$ cat src/rtl/wavhv_pkg.sv
// Types and constants shared by the WAV header validator modules.
package wavhv_pkg;

  localparam logic [31:0] TAG_RIFF = 32'h4646_4952;
  localparam logic [31:0] TAG_RF64 = 32'h3436_4652;
  localparam logic [31:0] TAG_WAVE = 32'h4556_4157;
  localparam logic [31:0] TAG_DATA = 32'h6174_6164;
  localparam logic [31:0] TAG_FMT  = 32'h2074_6d66;
  localparam logic [31:0] TAG_DS64 = 32'h3436_7364;

  localparam logic [15:0] FMT_PCM        = 16'h0001;
  localparam logic [15:0] FMT_EXTENSIBLE = 16'hfffe;
  localparam logic [31:0] GUID_WORD0     = 32'h0000_0001;
  localparam logic [31:0] GUID_WORD1     = 32'h0010_0000;
  localparam logic [31:0] GUID_WORD2     = 32'haa00_0080;
  localparam logic [31:0] GUID_WORD3     = 32'h719b_3800;

  localparam logic [40:0] LEN_LIMIT       = 41'h100_0000_0000;
  localparam logic [40:0] LEN_MIN         = 41'd44;
  localparam logic [31:0] MAX_CHUNK_BYTES = 32'd16777216;
  localparam logic [15:0] MAX_CHANNELS    = 16'd64;
  localparam logic [31:0] RATE_MIN        = 32'd8000;
  localparam logic [31:0] RATE_MAX        = 32'd384000;
  localparam logic [31:0] DATA_SIZE_RF64  = 32'hffff_ffff;

  localparam int unsigned OUT_W = 120;

  typedef enum logic [3:0] {
    ST_OK        = 4'd0,
    ST_SHORT     = 4'd1,
    ST_NOT_WAVE  = 4'd2,
    ST_NO_FMT    = 4'd3,
    ST_BOUNDS    = 4'd4,
    ST_BAD_FMT   = 4'd5,
    ST_BAD_EXT   = 4'd6,
    ST_NOT_PCM16 = 4'd7,
    ST_MISMATCH  = 4'd8,
    ST_BAD_RF64  = 4'd9,
    ST_NO_FRAMES = 4'd10,
    ST_NO_DATA   = 4'd11
  } status_t;

  typedef enum logic [1:0] {
    CFG_FILE_LENGTH = 2'd0,
    CFG_CHANNELS    = 2'd1,
    CFG_RATE        = 2'd2,
    CFG_FINALIZED   = 2'd3
  } cfg_idx_t;

  typedef struct packed {
    logic    start;
    logic    head_byte;
    logic    hdr_byte;
    logic    hdr_init;
    logic    hchk;
    logic    body_byte;
    logic    fchk;
    logic    cnt_inc;
    logic    avail;
    logic    fin;
    logic    load_out;
    logic    out_full;
    status_t code;
  } dp_cmd_t;

  typedef struct packed {
    logic    len_bad;
    logic    head_last;
    logic    riff_ok;
    logic    hdr_last;
    logic    is_data;
    logic    format_seen;
    logic    bounds_bad;
    logic    fmt_dup;
    logic    size_zero;
    logic    fchk_now;
    logic    ds64_bad;
    logic    body_end;
    logic    end_pending;
    logic    fmt_fail;
    status_t fmt_code;
    logic    bound_bad;
    logic    div_done;
    logic    frames_zero;
  } dp_stat_t;

endpackage

$ cat src/rtl/wav_header_validator.sv
// WAV header validator: streams a file byte by byte from offset zero (byte in s_tdata,
// start-of-file flag in s_tuser, which restarts the parse when accepted) and returns one
// result per file on the master side. It checks a RIFF or RF64 container with the WAVE
// tag, walks up to MAX_CHUNKS chunks with even padding, checks the fmt chunk for 16-bit
// PCM (plain or extensible with the PCM subformat) against the journal channel count
// and rate, reads the 64-bit data size from ds64, and at the data chunk reports data
// offset, whole frames, tail bytes and a stale-size flag; an error other than no frames
// gives a status code with the other fields zero. Bytes before a start-of-file byte or
// after a result are dropped. Throughput: one byte per cycle inside a chunk header or
// body, with a stall after each chunk header, each chunk end and each of the one or two
// fmt checks; the result then waits on the bit-serial divider (40 steps) that splits
// usable bytes into frames. Configuration is written through cfg_we/cfg_index/
// cfg_data (0 file length, 1 journal channels, 2 journal rate, 3 finalized).
module wav_header_validator
  import wavhv_pkg::*;
#(
  parameter int unsigned MAX_CHUNKS = 256
) (
  input  logic             clk,
  input  logic             rst,
  input  logic             cfg_we,
  input  logic [1:0]       cfg_index,
  input  logic [40:0]      cfg_data,
  input  logic             s_tvalid,
  output logic             s_tready,
  input  logic [7:0]       s_tdata,   // [7:0] byte_value
  input  logic             s_tuser,   // [0] start_of_file
  output logic             m_tvalid,
  input  logic             m_tready,
  // [3:0] status, [44:4] data_offset, [84:45] frames, [91:85] ignored_tail,
  // [92] stale_header, [99:93] channel_count, [118:100] sample_rate, [119] zero
  output logic [OUT_W-1:0] m_tdata
);

  dp_cmd_t  cmd;
  dp_stat_t stat;

  // Sequencing: which byte phase we are in and when to stall for checks.
  wavhv_ctrl u_ctrl (
    .clk       (clk),
    .rst       (rst),
    .in_valid  (s_tvalid),
    .sof       (s_tuser),
    .stat      (stat),
    .out_ready (m_tready),
    .in_ready  (s_tready),
    .out_valid (m_tvalid),
    .cmd       (cmd)
  );

  // Field capture, bound checks, frame division and the result register.
  wavhv_dp #(
    .MAX_CHUNKS (MAX_CHUNKS)
  ) u_dp (
    .clk        (clk),
    .rst        (rst),
    .cfg_we     (cfg_we),
    .cfg_index  (cfg_index),
    .cfg_data   (cfg_data),
    .byte_value (s_tdata),
    .cmd        (cmd),
    .stat       (stat),
    .result     (m_tdata)
  );

endmodule

$ cat src/rtl/wavhv_div.sv
// Restoring divider, one quotient bit per cycle: byte pairs over channel count.
module wavhv_div
  import wavhv_pkg::*;
(
  input  logic        clk,
  input  logic        rst,
  input  logic        start,
  input  logic [39:0] dividend,
  input  logic [8:0]  divisor,
  output logic        done,
  output logic [39:0] quotient,
  output logic [8:0]  remainder
);

  localparam logic [5:0] STEPS = 6'd40;

  logic       busy;
  logic [5:0] cnt;
  logic [9:0] trial;
  logic       ge;

  assign trial = {remainder, quotient[39]};
  assign ge    = trial >= {1'b0, divisor};

  always_ff @(posedge clk) begin
    if (rst) begin
      busy <= 1'b0;
      done <= 1'b0;
      cnt  <= '0;
    end else if (start) begin
      busy      <= 1'b1;
      done      <= 1'b0;
      cnt       <= STEPS;
      quotient  <= dividend;
      remainder <= '0;
    end else if (busy) begin
      quotient  <= {quotient[38:0], ge};
      remainder <= ge ? 9'(trial - {1'b0, divisor}) : trial[8:0];
      cnt       <= cnt - 6'd1;
      if (cnt == 6'd1) begin
        busy <= 1'b0;
        done <= 1'b1;
      end
    end
  end

endmodule

$ cat src/rtl/wavhv_dp.sv
// Datapath: configuration, byte position, chunk fields, fmt capture and result.
module wavhv_dp
  import wavhv_pkg::*;
#(
  parameter int unsigned MAX_CHUNKS = 256
) (
  input  logic             clk,
  input  logic             rst,
  input  logic             cfg_we,
  input  logic [1:0]       cfg_index,
  input  logic [40:0]      cfg_data,
  input  logic [7:0]       byte_value,
  input  dp_cmd_t          cmd,
  output dp_stat_t         stat,
  output logic [OUT_W-1:0] result
);

  localparam int unsigned CNT_W = $clog2(MAX_CHUNKS + 1);

  logic [40:0]      file_length;
  logic [6:0]       journal_channels;
  logic [18:0]      journal_rate;
  logic             finalized;

  logic [40:0]      pos;
  logic [CNT_W-1:0] chunk_count;
  logic [31:0]      chunk_tag;
  logic [31:0]      chunk_size;
  logic [40:0]      chunk_begin;
  logic [2:0]       hdr_idx;
  logic [5:0]       rel;
  logic [32:0]      remain;
  logic             end_pending;
  logic             fchk_ext;
  logic             format_seen;
  logic [319:0]     fmt_bytes;
  logic [63:0]      rf64_size;
  logic [8:0]       ch_r;
  logic [18:0]      rate_r;
  logic [40:0]      avail;
  logic             stale;
  logic             bit0;

  logic [15:0] f_tag, f_ch, f_align, f_bits, f_cb, f_vbits;
  logic [31:0] f_rate, f_brate, f_g0, f_g1, f_g2, f_g3;
  logic [26:0] prod;
  logic        common_ok;
  logic        fmt_pass;
  logic        fmt_cap;
  logic        ds64_cap;
  logic [63:0] declared;
  logic [40:0] usable;
  logic        div_done;
  logic [39:0] quo;
  logic [8:0]  rem;
  logic [9:0]  tail_full;

  assign f_tag   = fmt_bytes[15:0];
  assign f_ch    = fmt_bytes[31:16];
  assign f_rate  = fmt_bytes[63:32];
  assign f_brate = fmt_bytes[95:64];
  assign f_align = fmt_bytes[111:96];
  assign f_bits  = fmt_bytes[127:112];
  assign f_cb    = fmt_bytes[143:128];
  assign f_vbits = fmt_bytes[159:144];
  assign f_g0    = fmt_bytes[223:192];
  assign f_g1    = fmt_bytes[255:224];
  assign f_g2    = fmt_bytes[287:256];
  assign f_g3    = fmt_bytes[319:288];

  // Byte rate only needs the narrow product: any wider align fails the align test.
  assign prod = f_rate[18:0] * f_align[7:0];

  assign common_ok = (f_bits == 16'd16) && (f_ch >= 16'd1) && (f_ch <= MAX_CHANNELS)
                     && (f_rate >= RATE_MIN) && (f_rate <= RATE_MAX)
                     && ({1'b0, f_align} == {f_ch, 1'b0})
                     && (f_brate == {5'd0, prod})
                     && (f_ch == {9'd0, journal_channels})
                     && (f_rate == {13'd0, journal_rate});

  always_comb begin
    stat.fmt_fail = 1'b0;
    stat.fmt_code = ST_OK;
    fmt_pass      = 1'b0;
    if (fchk_ext) begin
      if (f_cb < 16'd22 || f_cb >= 16'h8000) begin
        stat.fmt_fail = 1'b1;
        stat.fmt_code = ST_BAD_EXT;
      end else if (f_vbits != 16'd16 || f_g0 != GUID_WORD0 || f_g1 != GUID_WORD1
                   || f_g2 != GUID_WORD2 || f_g3 != GUID_WORD3) begin
        stat.fmt_fail = 1'b1;
        stat.fmt_code = ST_NOT_PCM16;
      end else if (!common_ok) begin
        stat.fmt_fail = 1'b1;
        stat.fmt_code = ST_MISMATCH;
      end else begin
        fmt_pass = 1'b1;
      end
    end else if (f_tag == FMT_EXTENSIBLE) begin
      if (chunk_size < 32'd40) begin
        stat.fmt_fail = 1'b1;
        stat.fmt_code = ST_BAD_EXT;
      end
    end else if (f_tag != FMT_PCM) begin
      stat.fmt_fail = 1'b1;
      stat.fmt_code = ST_NOT_PCM16;
    end else if (!common_ok) begin
      stat.fmt_fail = 1'b1;
      stat.fmt_code = ST_MISMATCH;
    end else begin
      fmt_pass = 1'b1;
    end
  end

  assign fmt_cap  = (chunk_tag == TAG_FMT) && !format_seen && (rel < 6'd40);
  assign ds64_cap = (chunk_tag == TAG_DS64) && (chunk_size >= 32'd28)
                    && (rel >= 6'd8) && (rel < 6'd16);

  assign declared = (chunk_size == DATA_SIZE_RF64) ? rf64_size : {32'd0, chunk_size};
  assign usable   = (finalized && (declared < {23'd0, avail})) ? declared[40:0] : avail;

  assign stat.len_bad     = (file_length > LEN_LIMIT) || (file_length < LEN_MIN);
  assign stat.head_last   = pos == 41'd11;
  assign stat.riff_ok     = ((chunk_tag == TAG_RIFF) || (chunk_tag == TAG_RF64))
                            && (chunk_size == TAG_WAVE);
  assign stat.hdr_last    = hdr_idx == 3'd7;
  assign stat.is_data     = chunk_tag == TAG_DATA;
  assign stat.format_seen = format_seen;
  assign stat.bounds_bad  = (chunk_size > MAX_CHUNK_BYTES)
                            || (({1'b0, pos} + {10'd0, chunk_size}) > {1'b0, file_length});
  assign stat.fmt_dup     = (chunk_tag == TAG_FMT) && (format_seen || chunk_size < 32'd16);
  assign stat.size_zero   = chunk_size == 32'd0;
  assign stat.fchk_now    = fmt_cap && (rel == 6'd15 || rel == 6'd39);
  assign stat.ds64_bad    = ds64_cap && (rel == 6'd15) && byte_value[7];
  assign stat.body_end    = remain == 33'd1;
  assign stat.end_pending = end_pending;
  assign stat.bound_bad   = (chunk_count >= CNT_W'(MAX_CHUNKS))
                            || (({1'b0, pos} + 42'd8) > {1'b0, file_length});
  assign stat.div_done    = div_done;
  assign stat.frames_zero = quo == 40'd0;

  assign tail_full = {rem, bit0};

  wavhv_div u_div (
    .clk       (clk),
    .rst       (rst),
    .start     (cmd.fin),
    .dividend  (usable[40:1]),
    .divisor   (ch_r),
    .done      (div_done),
    .quotient  (quo),
    .remainder (rem)
  );

  always_ff @(posedge clk) begin
    if (rst) begin
      file_length      <= '0;
      journal_channels <= '0;
      journal_rate     <= '0;
      finalized        <= 1'b0;
      pos              <= '0;
      chunk_count      <= '0;
      chunk_tag        <= '0;
      chunk_size       <= '0;
      chunk_begin      <= '0;
      hdr_idx          <= '0;
      rel              <= '0;
      remain           <= '0;
      end_pending      <= 1'b0;
      fchk_ext         <= 1'b0;
      format_seen      <= 1'b0;
      rf64_size        <= '0;
    end else begin
      if (cfg_we) begin
        case (cfg_idx_t'(cfg_index))
          CFG_FILE_LENGTH: file_length      <= cfg_data;
          CFG_CHANNELS:    journal_channels <= cfg_data[6:0];
          CFG_RATE:        journal_rate     <= cfg_data[18:0];
          CFG_FINALIZED:   finalized        <= cfg_data[0];
          default:         finalized        <= finalized;
        endcase
      end

      if (cmd.start) begin
        pos         <= 41'd1;
        chunk_tag   <= {24'd0, byte_value};
        chunk_size  <= '0;
        chunk_count <= '0;
        format_seen <= 1'b0;
        rf64_size   <= '0;
        hdr_idx     <= '0;
      end

      if (cmd.head_byte) begin
        pos <= pos + 41'd1;
        if (pos < 41'd4) begin
          chunk_tag[{pos[1:0], 3'b000} +: 8] <= byte_value;
        end else if (pos >= 41'd8 && pos < 41'd12) begin
          chunk_size[{pos[1:0], 3'b000} +: 8] <= byte_value;
        end
      end

      if (cmd.hdr_byte) begin
        pos     <= pos + 41'd1;
        hdr_idx <= hdr_idx + 3'd1;
        if (!hdr_idx[2]) begin
          chunk_tag[{hdr_idx[1:0], 3'b000} +: 8] <= byte_value;
        end else begin
          chunk_size[{hdr_idx[1:0], 3'b000} +: 8] <= byte_value;
        end
      end

      if (cmd.hdr_init) begin
        hdr_idx <= '0;
      end

      if (cmd.hchk) begin
        chunk_begin <= pos;
        rel         <= '0;
        remain      <= {1'b0, chunk_size} + {32'd0, chunk_size[0]};
      end

      if (cmd.body_byte) begin
        pos         <= pos + 41'd1;
        remain      <= remain - 33'd1;
        end_pending <= remain == 33'd1;
        fchk_ext    <= rel == 6'd39;
        if (rel != 6'd63) begin
          rel <= rel + 6'd1;
        end
        if (fmt_cap) begin
          for (int i = 0; i < 40; i++) begin
            if (rel == 6'(i)) begin
              fmt_bytes[8*i +: 8] <= byte_value;
            end
          end
        end
        if (ds64_cap) begin
          rf64_size[{rel[2:0], 3'b000} +: 8] <= byte_value;
        end
      end

      if (cmd.fchk && fmt_pass) begin
        format_seen <= 1'b1;
        ch_r        <= f_ch[8:0];
        rate_r      <= f_rate[18:0];
      end

      if (cmd.cnt_inc) begin
        chunk_count <= chunk_count + CNT_W'(1);
      end

      if (cmd.avail) begin
        avail <= (file_length > chunk_begin) ? file_length - chunk_begin : 41'd0;
      end

      if (cmd.fin) begin
        stale <= declared != {23'd0, avail};
        bit0  <= usable[0];
      end

      if (cmd.load_out) begin
        if (cmd.out_full) begin
          result <= {1'b0, rate_r, ch_r[6:0], stale, tail_full[6:0], quo, chunk_begin,
                     cmd.code};
        end else begin
          result <= {116'd0, cmd.code};
        end
      end
    end
  end

endmodule

$ cat src/rtl/wavhv_ctrl.sv
// Controller: parse state machine, input acceptance and result handshake.
module wavhv_ctrl
  import wavhv_pkg::*;
(
  input  logic     clk,
  input  logic     rst,
  input  logic     in_valid,
  input  logic     sof,
  input  dp_stat_t stat,
  input  logic     out_ready,
  output logic     in_ready,
  output logic     out_valid,
  output dp_cmd_t  cmd
);

  typedef enum logic [3:0] {
    S_WAIT, S_HEAD, S_RIFF, S_HDR, S_HCHK, S_BODY, S_FCHK,
    S_BOUND, S_AVAIL, S_FIN, S_DIV, S_EMIT, S_DONE
  } state_t;

  state_t  state, state_next;
  status_t code, code_next;
  logic    full, full_next;
  logic    valid_next;
  logic    acc;

  assign in_ready = (state == S_WAIT) || (state == S_HEAD) || (state == S_HDR)
                    || (state == S_BODY) || (state == S_DONE);
  assign acc = in_valid && in_ready;

  always_comb begin
    cmd          = '0;
    cmd.code     = code;
    cmd.out_full = full;
    state_next   = state;
    code_next    = code;
    full_next    = full;
    valid_next   = out_valid && !out_ready;
    if (acc && sof) begin
      cmd.start = 1'b1;
      if (stat.len_bad) begin
        code_next  = ST_SHORT;
        full_next  = 1'b0;
        state_next = S_EMIT;
      end else begin
        state_next = S_HEAD;
      end
    end else begin
      case (state)
        S_HEAD: begin
          if (acc) begin
            cmd.head_byte = 1'b1;
            if (stat.head_last) state_next = S_RIFF;
          end
        end
        S_RIFF: begin
          if (!stat.riff_ok) begin
            code_next  = ST_NOT_WAVE;
            full_next  = 1'b0;
            state_next = S_EMIT;
          end else begin
            state_next = S_BOUND;
          end
        end
        S_HDR: begin
          if (acc) begin
            cmd.hdr_byte = 1'b1;
            if (stat.hdr_last) state_next = S_HCHK;
          end
        end
        S_HCHK: begin
          cmd.hchk  = 1'b1;
          full_next = 1'b0;
          if (stat.is_data) begin
            if (!stat.format_seen) begin
              code_next  = ST_NO_FMT;
              state_next = S_EMIT;
            end else begin
              state_next = S_AVAIL;
            end
          end else if (stat.bounds_bad) begin
            code_next  = ST_BOUNDS;
            state_next = S_EMIT;
          end else if (stat.fmt_dup) begin
            code_next  = ST_BAD_FMT;
            state_next = S_EMIT;
          end else if (stat.size_zero) begin
            cmd.cnt_inc = 1'b1;
            state_next  = S_BOUND;
          end else begin
            state_next = S_BODY;
          end
        end
        S_BODY: begin
          if (acc) begin
            cmd.body_byte = 1'b1;
            if (stat.ds64_bad) begin
              code_next  = ST_BAD_RF64;
              full_next  = 1'b0;
              state_next = S_EMIT;
            end else if (stat.fchk_now) begin
              state_next = S_FCHK;
            end else if (stat.body_end) begin
              cmd.cnt_inc = 1'b1;
              state_next  = S_BOUND;
            end
          end
        end
        S_FCHK: begin
          cmd.fchk = 1'b1;
          if (stat.fmt_fail) begin
            code_next  = stat.fmt_code;
            full_next  = 1'b0;
            state_next = S_EMIT;
          end else if (stat.end_pending) begin
            cmd.cnt_inc = 1'b1;
            state_next  = S_BOUND;
          end else begin
            state_next = S_BODY;
          end
        end
        S_BOUND: begin
          if (stat.bound_bad) begin
            code_next  = ST_NO_DATA;
            full_next  = 1'b0;
            state_next = S_EMIT;
          end else begin
            cmd.hdr_init = 1'b1;
            state_next   = S_HDR;
          end
        end
        S_AVAIL: begin
          cmd.avail  = 1'b1;
          state_next = S_FIN;
        end
        S_FIN: begin
          cmd.fin    = 1'b1;
          state_next = S_DIV;
        end
        S_DIV: begin
          if (stat.div_done) begin
            code_next  = stat.frames_zero ? ST_NO_FRAMES : ST_OK;
            full_next  = 1'b1;
            state_next = S_EMIT;
          end
        end
        S_EMIT: begin
          if (!out_valid || out_ready) begin
            cmd.load_out = 1'b1;
            valid_next   = 1'b1;
            state_next   = S_DONE;
          end
        end
        default: begin
          state_next = state;
        end
      endcase
    end
  end

  always_ff @(posedge clk) begin
    if (rst) begin
      state     <= S_WAIT;
      out_valid <= 1'b0;
      code      <= ST_OK;
      full      <= 1'b0;
    end else begin
      state     <= state_next;
      out_valid <= valid_next;
      code      <= code_next;
      full      <= full_next;
    end
  end

endmodule

$ cat config.mk
export PLATFORM = sky130hd
export DESIGN_NAME = wav_header_validator
export DESIGN_NICKNAME = d
export VERILOG_FILES = /design/src/rtl/wavhv_pkg.sv /design/src/rtl/wav_header_validator.sv /design/src/rtl/wavhv_div.sv /design/src/rtl/wavhv_dp.sv /design/src/rtl/wavhv_ctrl.sv
export SDC_FILE = /design/constraint.sdc
export NUM_CORES = 2
export LEC_CHECK = 0
export BUFFER_PORTS_ARGS = -buffer_cell sky130_fd_sc_hd__buf_2
export CAP_MARGIN = 25
export CORE_UTILIZATION = 50
export CTS_CLUSTER_SIZE = 24
export DETAILED_ROUTE_END_ITERATION = 7
export HOLD_SLACK_MARGIN = 0.05
export PLACE_DENSITY = 0.69
export SYNTH_ARGS = -nofsm -noshare
export SYNTH_HDL_FRONTEND = slang
export SYNTH_SLANG_ARGS = --single-unit
$ cat constraint.sdc
create_clock -name clk -period 15.2 [get_ports clk]
set_input_delay 2.28 -clock clk [delete_from_list [all_inputs] [get_ports clk]]
set_output_delay 2.28 -clock clk [all_outputs]
set_load 0.01 [all_outputs]
-- Yosys cells after proc, flatten, opt, wreduce, memory -nomap -nowiden
Cells that the tools add are included.
- word-level logic and storage cells: 448
- output and inout bits: 122
- bits in registers: 878
- shift-type cells: 6
- bitwise gates (word level): 1
- equality and inequality tests: 90
- multipliers: 1
- multiplexer cells: 136
- add/sub/neg operators: 14
- reductions and logical operators: 107
- magnitude comparators: 24
- operators with widths (kind ; number):
    2-to-1 mux 32 bit ; 15
    2-to-1 mux 64 bit ; 5
    2-to-1 mux 41 bit ; 5
    AND reduction 4 bit ; 36
    bitwise mux 32 bit ; 4
    2-to-1 mux 4 bit ; 31
    equality test 32 x 30 -> 1 bit (second input constant) ; 3
    equality test 32 x 31 -> 1 bit (second input constant) ; 3
    greater-than comparator 42 x 41 -> 1 bit ; 2
    2-to-1 mux 40 bit ; 2
    equality test 6 x 5 -> 1 bit (second input constant) ; 12
    2-to-1 mux 33 bit ; 2
    bitwise mux 64 bit ; 1
    < comparator 64 x 41 -> 1 bit ; 1
    inequality test 64 x 41 -> 1 bit ; 1
    variable shift 8 x 7 -> 32 bit (first input constant) ; 2
    variable shift 8 x 8 -> 64 bit (first input constant) ; 1
    indexed part select 8 x 7 -> 32 bit ; 2
    indexed part select 8 x 8 -> 64 bit ; 1
    equality test 6 x 4 -> 1 bit (second input constant) ; 8
    equality test 6 bit (second input constant) ; 8
    2-to-1 mux 1 bit ; 45
    one-hot mux 4 bit (11 select lines) ; 1
    adder 41 x 32 -> 42 bit ; 1
    94 further kinds ; 187

-- Depth between registers and ports, before layout
- depth after elaboration: 21
- gate-level depth with buffers: 23
- depth with buffers taken out: 23

-- Modules after synthesis
Synthesis repeated with hierarchy kept, for this count alone.
- cell total of the unflattened synthesis: 5074
- area, all modules: 50275.7 um2
- modules (own cells, without submodules) (module ; cells an instance ; area each (um2) ; times used):
    wavhv_dp ; 4696 ; 46228.1 ; 1
    wavhv_div ; 211 ; 2859.0 ; 1
    wavhv_ctrl ; 167 ; 1188.6 ; 1

-- Worst setup path after synthesis
OpenSTA, ideal clock, no wires.
- path type: input port to flip-flop
- start: in s_tvalid
- end: reg u_dp.result[0] (enable)
- data required time: 14457 ps
- stages: 6
- arrival: 10960 ps
- path slack: 3497 ps
- library setup time: 743 ps
- buffers on the path: 1
- path through: inv_1 > a21oi_1 > nand2_1 > nand2b_1 > clkbuf_1 > nor3_1
- word-level cells in the longest chain between the ends: 4
- ends and longest elaborated chain (what ; RTL line ; RTL):
    from (decl) ; wav_header_validator.sv:24 ; input logic s_tvalid,
    logical AND 1 bit ; wavhv_ctrl.sv:29 ; assign acc = in_valid && in_ready;
    logical AND 1 bit ; wavhv_ctrl.sv:39 ; if (acc && sof) begin
    2-to-1 mux 10 bit ; wavhv_ctrl.sv:39 ;
    AND reduction 2 bit (no line) ; - ;
    to (signal assigned) ; wavhv_dp.sv:264 ; result <= {1'b0, rate_r, ch_r[6:0], stale, tail_full[6:0], quo, chunk_begin,
    to (signal assigned) ; wavhv_dp.sv:267 ; result <= {116'd0, cmd.code};
    to (decl) ; wavhv_dp.sv:15 ; output logic [OUT_W-1:0] result
No other way between the ends.
A chain may end at the register's enable or synchronous reset.

-- Worst setup path in the final report
- start: reg u_dp.pos[0]
- end: reg u_dp.chunk_count[8]
- word-level cells in the longest chain between the ends: 8
- elaborated cells between the ends (all ways): 9
- ends and longest elaborated chain (what ; RTL line ; RTL):
    from (decl) ; wavhv_dp.sv:25 ; logic [40:0] pos;
    from (signal assigned) ; wavhv_dp.sv:195 ; pos <= pos + 41'd1;
    from (signal assigned) ; wavhv_dp.sv:204 ; pos <= pos + 41'd1;
    from (signal assigned) ; wavhv_dp.sv:224 ; pos <= pos + 41'd1;
    adder 41 x 32 -> 42 bit * ; wavhv_dp.sv:130 ; || (({1'b0, pos} + {10'd0, chunk_size}) > {1'b0, file_length});
    greater-than comparator 42 x 41 -> 1 bit * ; wavhv_dp.sv:130 ;
    logical OR 1 bit * ; wavhv_dp.sv:130 ;
    2-to-1 mux 1 bit * ; wavhv_ctrl.sv:81 ; end else if (stat.bounds_bad) begin
    2-to-1 mux 1 bit * ; wavhv_ctrl.sv:74 ; if (stat.is_data) begin
    one-hot mux 1 bit (3 select lines) * ; wavhv_ctrl.sv:49 ; case (state)
    2-to-1 mux 10 bit * ; wavhv_ctrl.sv:39 ;
    2-to-1 mux 9 bit / nonzero test 2 bit (equally long branches) ; - ;
    to (signal assigned) ; wavhv_dp.sv:250 ; chunk_count <= chunk_count + CNT_W'(1);
    to (decl) ; wavhv_dp.sv:26 ; logic [CNT_W-1:0] chunk_count;
Every way passes the cells marked *; elsewhere a longest branch is shown, timed or not.

==> flow_metrics.env <==
export IMPL_clk_pin_slew_ns=0.06
export IMPL_dp_hpwl_um=112000
export IMPL_drv_slew=0
export IMPL_htreeDepth=3
export IMPL_grt_ovfl_total=0
export IMPL_gp_congestion=0.984
export IMPL_core_area_um2=98700
export IMPL_endpoint_kind="flop"
export IMPL_via_per_inst=6.19
export IMPL_grt_pass1_vias=38400
export IMPL_vias=40600
export IMPL_irDropWorstVdd_uv=85.8
export IMPL_firstDrtPassIters=6
export IMPL_reg2reg_depth=23
export IMPL_worstPathRequired_ns=15.80
export IMPL_grt_setup_unrepaired="no"
export IMPL_row_count=115
export IMPL_cts_root_buf="clkbuf_16"
export IMPL_die_w_um=318
export IMPL_routed_wl_um=155000
export IMPL_hold_viol_final=0
export IMPL_grt_pass1_wl_um=235000
export IMPL_holdPathStages=2
export IMPL_antenna_found_initial=6
export IMPL_synthArstFlopShare_pct=0
export IMPL_ant_nets=0
export IMPL_clock_sinks=876
export IMPL_path_delay_family="compound AO/OA/AOI/OAI gates"
export IMPL_critPathMaxStageDelay_ns=0.74
export IMPL_pin_count=179
export IMPL_antenna_cells=0
export IMPL_die_h_um=318
export IMPL_clk_latency_ns=0.69
export IMPL_power_density_nw_per_um2=97.6
export IMPL_setup_viol=0
export IMPL_postSynthAreaPerCell_um2=9.70
export IMPL_numCtsBuffers=94
export IMPL_finalClockSkew_ns=0.0381
export IMPL_cts_tree="done"
export IMPL_synth_edf_count=526
export IMPL_synthToLayoutAreaGrowth_pct=10.3
export IMPL_start_util_pct=50.7
export IMPL_synthFlopType="edfxtp_1"
export IMPL_syn_nets=5601
export IMPL_fmax_ghz=0.136
export IMPL_slew_headroom_pct=21.6
export IMPL_synth_seq_area_share_pct=45.6
export IMPL_finalCritPeriodShare_pct=48.4
export IMPL_nets=5655
export IMPL_drive_above_1_share_pct=8.12
export IMPL_cts_resized=0
export IMPL_utilization_pct=55.9
export IMPL_p_leak_nw=20.9
export IMPL_cap_violations=0
export IMPL_cts_hold_buf=0
export IMPL_syn_cell_area_um2=50000
export IMPL_post_cts_setup_buffers=0
export IMPL_die_area_um2=101000
export IMPL_fin_crit_ns=7.35
export IMPL_arrival_ns=7.95
export IMPL_wl_per_cell_um=23.5
export IMPL_path_common_cell="a211oi_1"
export IMPL_yosysUniqueCellTypes=101
export IMPL_drc=0
export IMPL_grt_max_degree=200
export IMPL_crit_chain="ha_1 -> fa_1 -> a21o_1 -> a21oi_1 -> nand2b_1 -> a211oi_1 -> or4_1 -> a21oi_1 -> o41ai_1 -> a211oi_1 -> nor3_1 -> xor2_1 -> ha_1 -> nand4_1 -> nor4_1 -> nand3_1 -> o22ai_1 -> nand4_1 -> a21o_1 -> nor4_1 -> a211oi_1 -> nor3_1 -> mux2i_1"
export IMPL_crit_fanout=11
export IMPL_crit_cells=23
export IMPL_worst_slew_pin_slew_ns=1.16
export IMPL_portBuffers=177
export IMPL_cp_slowest_cell="a211oi_1"
export IMPL_path_class="flop to flop"
export IMPL_clockBufferDepth=3
export IMPL_ys_warn_count=0
export IMPL_status="completed"
export IMPL_finalSetupTns_ns=0
export IMPL_synth_seq_cells=876
export IMPL_min_path_type="flop to flop"
export IMPL_synthCells=5156
export IMPL_startpoint_type="flop"
export IMPL_track_usage_pct=29.9
export IMPL_path_buf_inv=0
export IMPL_drt_iter0_markers=4927
## registers in the layout, summed over array words and instances (netlist names), 33 cells and up
register             cells
u_dp.u_div.quotient     40
u_dp.fmt_bytes         287
u_dp.chunk_begin        41
u_dp.result            119
u_dp.remain             33
u_dp.rf64_size          64
u_dp.file_length        41
u_dp.avail              41
u_dp.pos                41
## cell usage after synthesis, drive strengths merged, types with 17 or more instances
| library cell | n | area (um^2) |
|---|---|---|
| fa | 105 | 2100 |
| mux2i | 56 | 561 |
| o21a | 33 | 248 |
| clkbuf | 243 | 913 |
| xnor2 | 136 | 1190 |
| a22oi | 50 | 375 |
| nand2 | 558 | 2090 |
| a31oi | 35 | 219 |
| ha | 283 | 3540 |
| and2 | 199 | 1250 |
| a211oi | 49 | 378 |
| nor4b | 28 | 288 |
| nand4 | 138 | 863 |
| dfxtp | 350 | 7010 |
| nand3 | 218 | 1090 |
| nor2 | 384 | 1440 |
| o21ai | 118 | 594 |
| nor3b | 17 | 128 |
| nor3 | 105 | 531 |
| a21oi | 366 | 1850 |
| a21o | 94 | 706 |
| edfxtp | 526 | 15800 |
| or3 | 35 | 219 |
| xor2 | 116 | 1020 |
| o21bai | 20 | 150 |
| inv | 305 | 1140 |
| nand2b | 36 | 225 |
| a221oi | 38 | 357 |
| buf | 30 | 138 |
| and3 | 60 | 375 |
| or4 | 32 | 240 |
| nor4 | 134 | 851 |
| nor2b | 43 | 269 |
## worst register-to-register path, delay by kind of cell (launching register included)
kind                       cells  cell delay (ns)
AOI/OAI and AO/OA              9             2.86
and+or+nand+nor                9             2.59
adders and majority gates      3             0.99
DFF                            1             0.43
muxes                          1             0.21
xor gates and xnor gates       1             0.18
## layout by cell type, fill, tap and decap left out, types with 43 or more instances in the layout
cell type	n
inv_1	305
nor4_1	132
xor2_1	115
nor2b_1	43
a211oi_1	47
buf_2	178
a22oi_1	50
mux2i_1	56
nor2_1	381
and2_1	196
a21o_1	94
and3_1	58
nand2_1	557
o21ai_0	108
nand3_1	217
fa_1	105
buf_4	48
xnor2_1	136
dfxtp_1	349
nor3_1	102
edfxtp_1	526
clkbuf_16	96
nand4_1	138
a21oi_1	362
ha_1	283
## routing by layer
metal,share of wire (%),vias to the layer above,wire length (um),global-route usage [%]
li1,-,18700,-,-
met1,44,19700,68500,44.2
met2,42,1989,65700,44.1
met3,10,280,15500,5.63
met4,3.1,4,4810,9.48
met5,0.024,-,37,0
## metrics by stage
step	power (mW)	setup WS (ns)	area [um^2]	instances	hold slack (ns)
global placement	3.04	8.27	51900	6395	0.444
floorplan	2.90	3.50	50000	5156	0.408
detailed placement	3.04	8.02	52000	6399	0.456
global route	5.54	7.43	55200	6568	0.473
finish	5.38	7.85	55200	6568	0.462
CTS	5.39	7.97	55200	6566	0.464
## report_power, final
part	internal [mW]	leakage [nW]	switching (mW)	total [mW]
clock	1.38	1.52	0.993	2.37
combinational	0.143	11.7	0.298	0.442
sequential	2.54	7.64	0.0270	2.56
## kinds of logic (layout without fill, tap and decap cells)
family / after synthesis / count (layout) / synth area share, %
other: 1 / 1 / 0.00750
flip-flops: 876 / 876 / 45.6
XOR/XNOR: 252 / 252 / 4.43
buffers and inverters: 578 / 703 / 4.39
adder cells (fa/ha/maj): 388 / 388 / 11.3
multiplexers: 58 / 58 / 1.17
AO/OA/AOI/OAI: 956 / 956 / 12.4
AND/OR/NAND/NOR: 2047 / 2047 / 20.7
## worst paths after layout
path                              end               start  slack [ns]
setup / recovery  u_dp.chunk_count[8]         u_dp.pos[0]        7.85
hold / removal     u_dp.rf64_size[40]  u_dp.rf64_size[40]        0.46
setup reg to reg  u_dp.chunk_count[8]         u_dp.pos[0]        7.85
hold reg to reg    u_dp.rf64_size[40]  u_dp.rf64_size[40]        0.46
## cell type report
class,instances,area (um^2)
inverters,305,1140
multi-input cells,3702,25100
clock inverters,45,616
repair buffers,231,1340
flip-flops and latches,876,22800
clock buffers,122,2560
fillers,8701,43500
well taps,1287,1610
No activity file was read; power rests on OpenSTA's default activity.
